$ cat src/bfce_pkg.sv
// Shared constants, types and helper functions of the allocation table engine.
`timescale 1ns / 1ps
package bfce_pkg;

  localparam int TABLE_ENTRIES = 64;
  localparam int IDX_W         = $clog2(TABLE_ENTRIES);
  localparam int MAX_RESULTS   = 64;
  localparam int CNT_W         = $clog2(MAX_RESULTS + 1);

  localparam logic [7:0]       TABLE_END    = 8'(TABLE_ENTRIES);
  localparam logic [CNT_W-1:0] RESULT_LIMIT = CNT_W'(MAX_RESULTS);

  localparam logic [7:0] OUT_OF_TABLE = 8'h8f;
  localparam logic [7:0] TERM_LO      = 8'h80;
  localparam logic [7:0] NO_TERMINAL  = 8'hff;
  localparam logic [7:0] SECTOR_BIAS  = 8'h7f;

  // Register byte addresses on the configuration port
  localparam logic [2:0] REG_FIRST_ADDR = 3'd0;
  localparam logic [2:0] REG_COUNT_ADDR = 3'd4;

  typedef enum logic [1:0] {
    OP_WRITE = 2'd0,
    OP_READ  = 2'd1,
    OP_WALK  = 2'd2,
    OP_LINK  = 2'd3
  } op_t;

  typedef enum logic [1:0] {WR_NONE, WR_IN, WR_PREV, WR_ITEM} wr_sel_t;
  typedef enum logic [1:0] {RD_NONE, RD_IN, RD_CUR} rd_sel_t;
  typedef enum logic [1:0] {EM_NONE, EM_READ, EM_MEMBER, EM_FINAL} emit_t;

  typedef struct packed {
    logic    load;
    logic    link_upd;
    logic    step;
    logic    next_step;
    wr_sel_t wr;
    rd_sel_t rd;
    emit_t   emit;
  } dp_cmd_t;

  typedef struct packed {
    logic member;
    logic terminal;
    logic out_free;
    logic link_pending;
  } dp_stat_t;

  function automatic logic is_terminal(input logic [7:0] v);
    is_terminal = (v[7:4] == TERM_LO[7:4]) || (v == NO_TERMINAL);
  endfunction

  function automatic logic [4:0] sectors_of(input logic [7:0] flag);
    logic [7:0] diff;
    diff = flag - SECTOR_BIAS;
    if (flag[7:4] == TERM_LO[7:4]) begin
      sectors_of = diff[4:0];
    end else begin
      sectors_of = 5'd0;
    end
  endfunction

endpackage

$ cat src/byte_fat_chain_engine.sv
// Top level of the byte-per-cluster allocation table engine.
// Usage: items arrive on the in_ stream; in_tuser is the operation (write,
// read, walk, link), in_tdata carries cluster and value, in_tlast marks the
// final cluster of a link run. Results leave on the out_ stream; out_tlast
// marks the last result of an item and out_tuser says the data is a chain
// member. Registers first_usable_cluster (0x0) and cluster_count (0x4) sit
// on the APB-style cfg_ port; write them only while the block is idle.
// One item at a time. A write or link is handled when the item is taken;
// a link adds a second write (the terminal flag) when it closes a run that
// had a pending element. A read result passes the table read register, then
// the output register. A walk takes one table read and one decision on the
// returned entry per chain cluster, up to 64; the table read port paces it.
// Reset: the table reads as all zero at once through per-entry valid bits;
// no clearing pass, the block takes items from the first cycle after reset.
// Stall: a result waits in the output register; the next item can already
// be taken, and a read or a walk pauses while the register is still full.
`timescale 1ns / 1ps
module byte_fat_chain_engine import bfce_pkg::*; (
  input  logic        clk,
  input  logic        rst_n,
  // input items
  input  logic        in_tvalid,
  output logic        in_tready,
  input  logic [15:0] in_tdata,   // [7:0] cluster, [15:8] value
  input  logic [1:0]  in_tuser,   // [1:0] operation
  input  logic        in_tlast,   // last
  // results
  output logic        out_tvalid,
  input  logic        out_tready,
  output logic [23:0] out_tdata,  // [7:0] data, [15:8] end_flag, [20:16] used_sectors, pad
  output logic        out_tuser,  // [0] in_chain
  output logic        out_tlast,  // final_res
  // configuration
  input  logic        cfg_psel,
  input  logic        cfg_penable,
  input  logic        cfg_pwrite,
  input  logic [2:0]  cfg_paddr,
  input  logic [31:0] cfg_pwdata,
  output logic [31:0] cfg_prdata,
  output logic        cfg_pready
);

  logic [6:0] first_r, count_r;
  logic       cfg_wr;
  dp_cmd_t    cmd;
  dp_stat_t   stat;
  logic [7:0] res_data, res_flag;
  logic [4:0] res_used;

  // Register file: the word address bit picks the register
  assign cfg_pready = 1'b1;
  assign cfg_wr     = cfg_psel && cfg_penable && cfg_pwrite;

  always_ff @(posedge clk) begin
    if (!rst_n) begin
      first_r <= 7'd2;
      count_r <= 7'd64;
    end else if (cfg_wr) begin
      if (cfg_paddr[2] == REG_COUNT_ADDR[2]) begin
        count_r <= cfg_pwdata[6:0];
      end else begin
        first_r <= cfg_pwdata[6:0];
      end
    end
  end

  assign cfg_prdata = (cfg_paddr[2] == REG_FIRST_ADDR[2]) ? {25'd0, first_r}
                                                          : {25'd0, count_r};

  bfce_ctrl u_ctrl (
    .clk      (clk),
    .rst_n    (rst_n),
    .in_valid (in_tvalid),
    .in_op    (op_t'(in_tuser)),
    .in_last  (in_tlast),
    .in_ready (in_tready),
    .stat     (stat),
    .cmd      (cmd)
  );

  bfce_dp u_dp (
    .clk           (clk),
    .rst_n         (rst_n),
    .cmd           (cmd),
    .in_cluster    (in_tdata[7:0]),
    .in_value      (in_tdata[15:8]),
    .in_last       (in_tlast),
    .first_usable  (first_r),
    .cluster_count (count_r),
    .stat          (stat),
    .out_ready     (out_tready),
    .out_valid     (out_tvalid),
    .out_data      (res_data),
    .out_in_chain  (out_tuser),
    .out_final     (out_tlast),
    .out_end_flag  (res_flag),
    .out_used      (res_used)
  );

  assign out_tdata = {3'd0, res_used, res_flag, res_data};

endmodule

$ cat src/bfce_ram.sv
// Generic single-write, single-read RAM with registered read data.
`timescale 1ns / 1ps
module bfce_ram #(
  parameter int WIDTH = 8,
  parameter int DEPTH = 64
) (
  input  logic                     clk,
  input  logic                     wr_en,
  input  logic [$clog2(DEPTH)-1:0] wr_addr,
  input  logic [WIDTH-1:0]         wr_data,
  input  logic                     rd_en,
  input  logic [$clog2(DEPTH)-1:0] rd_addr,
  output logic [WIDTH-1:0]         rd_data
);

  logic [WIDTH-1:0] mem_r [DEPTH];

  always_ff @(posedge clk) begin
    if (wr_en) begin
      mem_r[wr_addr] <= wr_data;
    end
    if (rd_en) begin
      rd_data <= mem_r[rd_addr];
    end
  end

endmodule

$ cat src/bfce_ctrl.sv
// Sequencer for write, read, walk and link items.
`timescale 1ns / 1ps
module bfce_ctrl import bfce_pkg::*; (
  input  logic     clk,
  input  logic     rst_n,
  input  logic     in_valid,
  input  op_t      in_op,
  input  logic     in_last,
  output logic     in_ready,
  input  dp_stat_t stat,
  output dp_cmd_t  cmd
);

  typedef enum logic [2:0] {
    S_IDLE, S_READ, S_LINK, S_CHECK, S_NEXT, S_FINISH
  } state_t;

  state_t state_r, state_nxt;

  always_ff @(posedge clk) begin
    if (!rst_n) begin
      state_r <= S_IDLE;
    end else begin
      state_r <= state_nxt;
    end
  end

  assign in_ready = (state_r == S_IDLE);

  always_comb begin
    state_nxt     = state_r;
    cmd.load      = 1'b0;
    cmd.link_upd  = 1'b0;
    cmd.step      = 1'b0;
    cmd.next_step = 1'b0;
    cmd.wr        = WR_NONE;
    cmd.rd        = RD_NONE;
    cmd.emit      = EM_NONE;
    case (state_r)
      S_IDLE: begin
        if (in_valid) begin
          cmd.load = 1'b1;
          case (in_op)
            OP_WRITE: cmd.wr = WR_IN;
            OP_READ: begin
              cmd.rd    = RD_IN;
              state_nxt = S_READ;
            end
            OP_WALK: state_nxt = S_CHECK;
            OP_LINK: begin
              cmd.link_upd = 1'b1;
              if (stat.link_pending) begin
                cmd.wr = WR_PREV;
                // second write (terminal flag) needs the port next cycle
                if (in_last) begin
                  state_nxt = S_LINK;
                end
              end else if (in_last) begin
                cmd.wr = WR_IN;
              end
            end
            default: state_nxt = S_IDLE;
          endcase
        end
      end
      S_LINK: begin
        cmd.wr    = WR_ITEM;
        state_nxt = S_IDLE;
      end
      S_READ: begin
        if (stat.out_free) begin
          cmd.emit  = EM_READ;
          state_nxt = S_IDLE;
        end
      end
      S_CHECK: begin
        if (!stat.member) begin
          state_nxt = S_FINISH;
        end else if (stat.out_free) begin
          cmd.rd    = RD_CUR;
          cmd.step  = 1'b1;
          cmd.emit  = EM_MEMBER;
          state_nxt = S_NEXT;
        end
      end
      S_NEXT: begin
        cmd.next_step = 1'b1;
        state_nxt     = stat.terminal ? S_FINISH : S_CHECK;
      end
      S_FINISH: begin
        if (stat.out_free) begin
          cmd.emit  = EM_FINAL;
          state_nxt = S_IDLE;
        end
      end
      default: state_nxt = S_IDLE;
    endcase
  end

endmodule

$ cat src/bfce_dp.sv
// Datapath: allocation table, valid and visited bits, walk registers, result register.
`timescale 1ns / 1ps
module bfce_dp import bfce_pkg::*; (
  input  logic        clk,
  input  logic        rst_n,
  input  dp_cmd_t     cmd,
  input  logic [7:0]  in_cluster,
  input  logic [7:0]  in_value,
  input  logic        in_last,
  input  logic [6:0]  first_usable,
  input  logic [6:0]  cluster_count,
  output dp_stat_t    stat,
  input  logic        out_ready,
  output logic        out_valid,
  output logic [7:0]  out_data,
  output logic        out_in_chain,
  output logic        out_final,
  output logic [7:0]  out_end_flag,
  output logic [4:0]  out_used
);

  logic [7:0]         item_cl_r, item_val_r;
  logic [7:0]         link_prev_r;
  logic               link_pend_r;
  logic [7:0]         cur_r, pend_r, flag_r;
  logic               pend_vld_r;
  logic [CNT_W-1:0]   n_r;
  logic [TABLE_ENTRIES-1:0] seen_r, valid_r;
  logic               rd_oot_r, rd_vld_r;
  logic [7:0]         ram_q;

  logic [7:0]       wr_addr, wr_data, rd_addr, entry;
  logic             ram_we, ram_re;
  logic             cur_in_table, cur_seen;
  logic             emit_fire;
  logic [7:0]       em_data, em_flag;
  logic             em_chain, em_last;
  logic [4:0]       em_used;

  logic             out_valid_r, out_chain_r, out_last_r;
  logic [7:0]       out_data_r, out_flag_r;
  logic [4:0]       out_used_r;

  // Write port selection
  always_comb begin
    case (cmd.wr)
      WR_IN: begin
        wr_addr = in_cluster;
        wr_data = in_value;
      end
      WR_PREV: begin
        wr_addr = link_prev_r;
        wr_data = in_cluster;
      end
      WR_ITEM: begin
        wr_addr = item_cl_r;
        wr_data = item_val_r;
      end
      default: begin
        wr_addr = 8'd0;
        wr_data = 8'd0;
      end
    endcase
  end
  assign ram_we = (cmd.wr != WR_NONE) && (wr_addr < TABLE_END);

  assign rd_addr = (cmd.rd == RD_CUR) ? cur_r : in_cluster;
  assign ram_re  = (cmd.rd != RD_NONE);

  bfce_ram #(.WIDTH(8), .DEPTH(TABLE_ENTRIES)) u_table (
    .clk     (clk),
    .wr_en   (ram_we),
    .wr_addr (wr_addr[IDX_W-1:0]),
    .wr_data (wr_data),
    .rd_en   (ram_re),
    .rd_addr (rd_addr[IDX_W-1:0]),
    .rd_data (ram_q)
  );

  // Never-written entries read as zero; beyond the table reads as terminal.
  assign entry = rd_oot_r ? OUT_OF_TABLE : (rd_vld_r ? ram_q : 8'd0);

  assign cur_in_table = (cur_r < TABLE_END);
  assign cur_seen     = cur_in_table && seen_r[cur_r[IDX_W-1:0]];

  assign stat.member = (cur_r >= {1'b0, first_usable}) &&
                       (cur_r < {1'b0, cluster_count}) &&
                       !cur_seen && (n_r < RESULT_LIMIT);
  assign stat.terminal     = is_terminal(entry);
  assign stat.out_free     = !out_valid_r || out_ready;
  assign stat.link_pending = link_pend_r;

  // Control state
  always_ff @(posedge clk) begin
    if (!rst_n) begin
      valid_r     <= '0;
      seen_r      <= '0;
      link_pend_r <= 1'b0;
      link_prev_r <= 8'd0;
      pend_vld_r  <= 1'b0;
      n_r         <= '0;
    end else begin
      if (ram_we) begin
        valid_r[wr_addr[IDX_W-1:0]] <= 1'b1;
      end
      if (cmd.load) begin
        seen_r     <= '0;
        pend_vld_r <= 1'b0;
        n_r        <= '0;
      end
      if (cmd.step) begin
        if (cur_in_table) begin
          seen_r[cur_r[IDX_W-1:0]] <= 1'b1;
        end
        pend_vld_r <= 1'b1;
        n_r        <= n_r + 1'b1;
      end
      if (cmd.link_upd) begin
        if (in_last) begin
          link_pend_r <= 1'b0;
        end else begin
          link_pend_r <= 1'b1;
          link_prev_r <= in_cluster;
        end
      end
    end
  end

  // Payload registers
  always_ff @(posedge clk) begin
    if (cmd.load) begin
      item_cl_r  <= in_cluster;
      item_val_r <= in_value;
      cur_r      <= in_cluster;
      flag_r     <= NO_TERMINAL;
    end
    if (ram_re) begin
      rd_oot_r <= (rd_addr >= TABLE_END);
      rd_vld_r <= valid_r[rd_addr[IDX_W-1:0]];
    end
    if (cmd.step) begin
      pend_r <= cur_r;
    end
    if (cmd.next_step) begin
      if (is_terminal(entry)) begin
        flag_r <= entry;
      end else begin
        cur_r <= entry;
      end
    end
  end

  // Result formation; a member is sent one step late so the final mark can follow
  always_comb begin
    emit_fire = 1'b0;
    em_data   = 8'd0;
    em_chain  = 1'b0;
    em_last   = 1'b0;
    em_flag   = 8'd0;
    em_used   = 5'd0;
    case (cmd.emit)
      EM_READ: begin
        emit_fire = 1'b1;
        em_data   = entry;
        em_last   = 1'b1;
      end
      EM_MEMBER: begin
        emit_fire = pend_vld_r;
        em_data   = pend_r;
        em_chain  = 1'b1;
      end
      EM_FINAL: begin
        emit_fire = 1'b1;
        em_data   = pend_vld_r ? pend_r : 8'd0;
        em_chain  = pend_vld_r;
        em_last   = 1'b1;
        em_flag   = flag_r;
        em_used   = sectors_of(flag_r);
      end
      default: emit_fire = 1'b0;
    endcase
  end

  always_ff @(posedge clk) begin
    if (!rst_n) begin
      out_valid_r <= 1'b0;
    end else if (emit_fire) begin
      out_valid_r <= 1'b1;
    end else if (out_ready) begin
      out_valid_r <= 1'b0;
    end
  end

  always_ff @(posedge clk) begin
    if (emit_fire) begin
      out_data_r  <= em_data;
      out_chain_r <= em_chain;
      out_last_r  <= em_last;
      out_flag_r  <= em_flag;
      out_used_r  <= em_used;
    end
  end

  assign out_valid    = out_valid_r;
  assign out_data     = out_data_r;
  assign out_in_chain = out_chain_r;
  assign out_final    = out_last_r;
  assign out_end_flag = out_flag_r;
  assign out_used     = out_used_r;

endmodule

$ cat config.mk
export PLATFORM = sky130hd
export DESIGN_NAME = byte_fat_chain_engine
export DESIGN_NICKNAME = d
export VERILOG_FILES = /design/src/bfce_pkg.sv /design/src/byte_fat_chain_engine.sv /design/src/bfce_ram.sv /design/src/bfce_ctrl.sv /design/src/bfce_dp.sv
export SDC_FILE = /design/constraint.sdc
export NUM_CORES = 1
export LEC_CHECK = 0
export ABC_AREA = 0
export BUFFER_PORTS_ARGS = -buffer_cell sky130_fd_sc_hd__buf_2
export CAP_MARGIN = 10
export CORE_MARGIN = 4
export CORE_UTILIZATION = 58
export CTS_BUF_LIST = sky130_fd_sc_hd__clkbuf_8
export DETAILED_ROUTE_END_ITERATION = 12
export GPL_ROUTABILITY_DRIVEN = 1
export PLACE_DENSITY_LB_ADDON = 0.1
export RECOVER_POWER = 25
export SLEW_MARGIN = 20
export SYNTH_ARGS = -nofsm -noshare
export SYNTH_HDL_FRONTEND = slang
export SYNTH_SLANG_ARGS = --single-unit
$ cat constraint.sdc
create_clock -name clk -period 3.7 [get_ports clk]
set_clock_uncertainty 0.2 [all_clocks]
set_input_delay 0.185 -clock clk [delete_from_list [all_inputs] [get_ports clk]]
set_output_delay 0.185 -clock clk [all_outputs]
set_load 0.05 [all_outputs]
==> flow_results.xml <==
<?xml version="1.0" encoding="UTF-8"?>
<metrics>
  <group name="worst_setup_path">
    <metric name="worst_setup_path_end_kind" unit="">register</metric>
    <metric name="data_required_time_at_the_worst_endpoint" unit="ns">3.90</metric>
    <metric name="critPathKind" unit="">register to register</metric>
    <metric name="critical-path-slowest-cell" unit="">mux4_2</metric>
    <metric name="regToRegSetupSlack" unit="ns">-0.54</metric>
    <metric name="critPathLaunchType" unit="">register</metric>
    <metric name="crit_path_max_incr_delay" unit="ns">0.52</metric>
    <metric name="critical_path.most_common_cell" unit="">buf_4</metric>
    <metric name="series_of_cell_instances_along_the_critical_path" unit="">buf_12 &gt; buf_4 &gt; mux2i_1 &gt; mux4_2 &gt; o32ai_2 &gt; nand4b_4 &gt; o21ai_0 &gt; buf_4 &gt; nand4_1 &gt; buf_4 &gt; a21oi_2 &gt; buf_4 &gt; buf_4 &gt; a22oi_2 &gt; a21oi_2 &gt; a2111oi_4 &gt; nand4bb_1</metric>
    <metric name="crit_path_max_fanout" unit="">10</metric>
    <metric name="worstPathArrival" unit="ns">4.45</metric>
  </group>
  <group name="clock_network">
    <metric name="cts.htree.levels" unit="">3</metric>
    <metric name="ctsLongestPathBuffers" unit="">3</metric>
    <metric name="tritoncts" unit="">done</metric>
    <metric name="clock_latency" unit="ns">0.72</metric>
    <metric name="path_clk_slew" unit="ns">0.06</metric>
    <metric name="root_buffer" unit="">clkbuf_8</metric>
    <metric name="cts_buffers" unit="">115</metric>
    <metric name="cts_sinks" unit="">748</metric>
  </group>
  <group name="die">
    <metric name="core" unit="um^2">52900</metric>
    <metric name="die_w" unit="um">240</metric>
    <metric name="design.die.area" unit="um^2">57500</metric>
    <metric name="design.portCount" unit="">122</metric>
    <metric name="row_count" unit="">84</metric>
    <metric name="die_h" unit="um">240</metric>
    <metric name="floorplan.initialDensity" unit="%">59.0</metric>
  </group>
  <group name="final_layout">
    <metric name="design.final.nets" unit="">2854</metric>
    <metric name="drive_above_1_share" unit="%">29.9</metric>
    <metric name="footprint_of_the_flip_flops_and_latches" unit="um^2">20700</metric>
    <metric name="syn2layout_area_growth" unit="%">24.0</metric>
    <metric name="area_taken_by_multi_input_logic_gates" unit="um^2">10500</metric>
    <metric name="layout.cells.most_common" unit="">edfxtp_1</metric>
    <metric name="final_cell_mix" unit="">edfxtp_1, buf_4, nand2_1</metric>
    <metric name="fillCellCount" unit="">3472</metric>
    <metric name="final_design_area_no_fill" unit="um^2">38700</metric>
    <metric name="final_util" unit="%">73.1</metric>
  </group>
  <group name="yosys">
    <metric name="synth_enable_flop_cells" unit="">569</metric>
    <metric name="synth_area_leaders" unit="">edfxtp_1, dfxtp_1, mux2i_1, nand2_1, mux2_2</metric>
    <metric name="postSynthRegisterBits" unit="">748</metric>
    <metric name="yosys_warnings" unit="">0</metric>
    <metric name="synthDominantCellAreaShare" unit="%">54.8</metric>
    <metric name="post-synth-top-area-cell" unit="">edfxtp_1</metric>
    <metric name="ys.flop_type" unit="">edfxtp_1</metric>
    <metric name="synthDistinctLibCells" unit="">84</metric>
    <metric name="synth.cell_area" unit="um^2">31200</metric>
    <metric name="synth_area_per_cell" unit="um^2">13.5</metric>
    <metric name="share_of_synthesized_area_occupied_by_flip_flops_and_latches" unit="%">66.3</metric>
    <metric name="synth-async-reset-ratio" unit="%">0</metric>
    <metric name="post_synth_inst_count" unit="">2317</metric>
  </group>
  <group name="placed_design">
    <metric name="gpl.final_weighted_congestion" unit="">0.937</metric>
    <metric name="place_area" unit="um^2">34500</metric>
    <metric name="port-buffer-count" unit="">65</metric>
    <metric name="dp_hpwl" unit="um">56300</metric>
  </group>
  <group name="routing">
    <metric name="drt_iter0_drc" unit="">2003</metric>
    <metric name="vias" unit="">21600</metric>
    <metric name="ant_nets" unit="">0</metric>
    <metric name="post_drt_wl_per_cell" unit="um">24.2</metric>
    <metric name="drt-vias-per-instance" unit="">6.05</metric>
    <metric name="final_wl" unit="um">86400</metric>
    <metric name="drt_pass1_iterations" unit="">6</metric>
    <metric name="drt_drc_violations_left" unit="">0</metric>
  </group>
  <group name="global_route">
    <metric name="initial_antenna_violation_count" unit="">3</metric>
    <metric name="grt_util_all_layers" unit="%">29.5</metric>
    <metric name="overflow" unit="">0</metric>
    <metric name="maximum_number_of_pins_on_one_net_before_global_route_repair" unit="">106</metric>
    <metric name="grt_pass1_vias" unit="">21700</metric>
    <metric name="wire_length_of_the_first_global_routing_pass" unit="um">128000</metric>
  </group>
  <group name="status">
    <metric name="violated_checks" unit="">setup timing</metric>
    <metric name="status" unit="">finished with violations</metric>
  </group>
  <group name="sta">
    <metric name="grt_setup_unrepaired" unit="">yes</metric>
    <metric name="max_slew_margin" unit="%">33.6</metric>
    <metric name="layout_min_cycle_time" unit="ns">4.24</metric>
    <metric name="final-hold-violation-count" unit="">0</metric>
    <metric name="timing.hold.ws" unit="ns">0.117</metric>
    <metric name="drv_slew" unit="">0</metric>
    <metric name="setup_viol" unit="">9</metric>
    <metric name="worst_pin_slew" unit="ns">0.989</metric>
    <metric name="achievable-frequency" unit="GHz">0.236</metric>
    <metric name="period_share" unit="%">115</metric>
    <metric name="final.setup.worst_slack" unit="ns">-0.542</metric>
  </group>
  <group name="worst_hold_path">
    <metric name="min-delay-path-class" unit="">primary input to register</metric>
  </group>
  <group name="power">
    <metric name="power-per-cell-area" unit="nW/um^2">457</metric>
    <metric name="overall_power_after_layout" unit="mW">17.7</metric>
    <metric name="peakVddDrop" unit="V">0.000333</metric>
    <metric name="static_leakage" unit="nW">14.8</metric>
  </group>
  <group name="flow_run">
    <metric name="maxCapViolCount" unit="">0</metric>
  </group>
</metrics>
==> logic make-up (layout without fill, tap and decap cells) <==
group / count (synthesis) / after routing / share of synthesized area (%)
xor gates and xnor gates: 2 / 2 / 0.0562
AOI/OAI and AO/OA: 505 / 505 / 11.8
adders and majority gates: 20 / 20 / 0.802
and+or+nand+nor: 610 / 610 / 9.32
other: 2 / 30 / 0.0241
buffers and inverters: 191 / 722 / 3.33
muxes: 239 / 239 / 8.43
DFF: 748 / 748 / 66.3
==> stage by stage <==
stage	setup TNS [ns]	setup WS, ns	instances
global placement	-4.50	-0.802	3246
detailed placement	-4.67	-0.768	3246
global route	-4.80	-0.624	3564
finish	-3.68	-0.542	3564
CTS	-3.73	-0.494	3541
floorplan	-5.45	-0.0369	2344
==> per-layer routing <==
metal	track usage [%]	routed length, um
met5	0	13
met4	11.8	3220
met3	6.94	7290
met2	48.2	41600
met1	38.7	34300
==> critical path, delay by kind of cell, from the launching register on <==
family | cells | cell delay (ns)
buffers and inverters | 6 | 1.02
AOI/OAI and AO/OA | 6 | 1.05
muxes | 2 | 0.65
DFF | 1 | 0.35
and+or+nand+nor | 3 | 0.67
==> flip-flops by register name, indices dropped and copies added, names as in the netlist, 8 cells and up <==
name                  flops
u_dp.valid_r             64
u_dp.item_cl_r            8
u_dp.item_val_r           8
u_dp.flag_r               8
u_dp.seen_r              64
u_dp.pend_r               8
u_dp.out_data             8
u_dp.u_table.rd_data      8
u_dp.out_end_flag         8
u_dp.cur_r                8
u_dp.link_prev_r          8
u_dp.u_table.mem_r      512
==> final cells by class <==
cell class / instances / share of cell area, %
Timing Repair Buffer: 459 / 10.4
Antenna cell: 1 / 0.00647
Clock buffer: 132 / 4.70
Sequential cell: 748 / 53.5
Tap cell: 688 / 2.23
Multi-Input combinational cell: 1405 / 27.3
Inverter: 44 / 0.430
Clock inverter: 87 / 1.49
==> cell usage after synthesis (4+ instances only) <==
master	instances
nor2b_1	71
buf_4	38
a2111oi_2	6
nand2b_1	12
nand3_1	53
ha_1	20
a31oi_1	20
clkbuf_1	58
a211oi_1	18
buf_1	4
nand2_1	249
mux2i_1	117
o221ai_1	9
nand4bb_1	7
and2_1	25
o41ai_1	7
inv_1	41
mux2_1	29
a21oi_1	72
nor2_1	127
a32o_1	10
buf_6	13
nand4_1	8
a21oi_2	4
and3_1	13
o21a_1	71
o2111ai_1	8
a21boi_0	16
or2_2	4
o22a_1	8
o211ai_1	5
a222oi_1	15
a32oi_1	19
buf_2	30
mux4_2	6
edfxtp_1	569
o31ai_1	5
or3_1	5
o21ai_0	54
nor3_1	14
a22oi_1	107
mux2_2	82
o22ai_1	27
dfxtp_1	179
==> worst paths after layout <==
kind / startpoint / end / cells after the start
max: u_dp.cur_r[1] / u_dp.u_table.rd_data[0] / 17
min: cfg_pwdata[3] / first_r[3] / 4
max reg2reg: u_dp.cur_r[1] / u_dp.u_table.rd_data[0] / 17
min reg2reg: u_dp.flag_r[7] / u_dp.flag_r[7] / 1
==> report_power, final <==
group	switching (mW)	total, mW	leakage [nW]	internal (mW)
Combinational	0.973	1.59	5.86	0.621
Sequential	0.0539	9.11	7.61	9.05
Clock	3.17	6.98	1.36	3.82
Total	4.19	17.7	14.8	13.5
==> timing repair <==
action	in CTS	in global routing
buffers inserted	25	21
pin swaps	33	38
gates resized for setup	82	78
endpoints found under the hold margin	178	0
gates cloned	1	2
hold buffers	51	0
setup endpoints to repair	33	411
No activity file was read; power rests on OpenSTA's default activity.
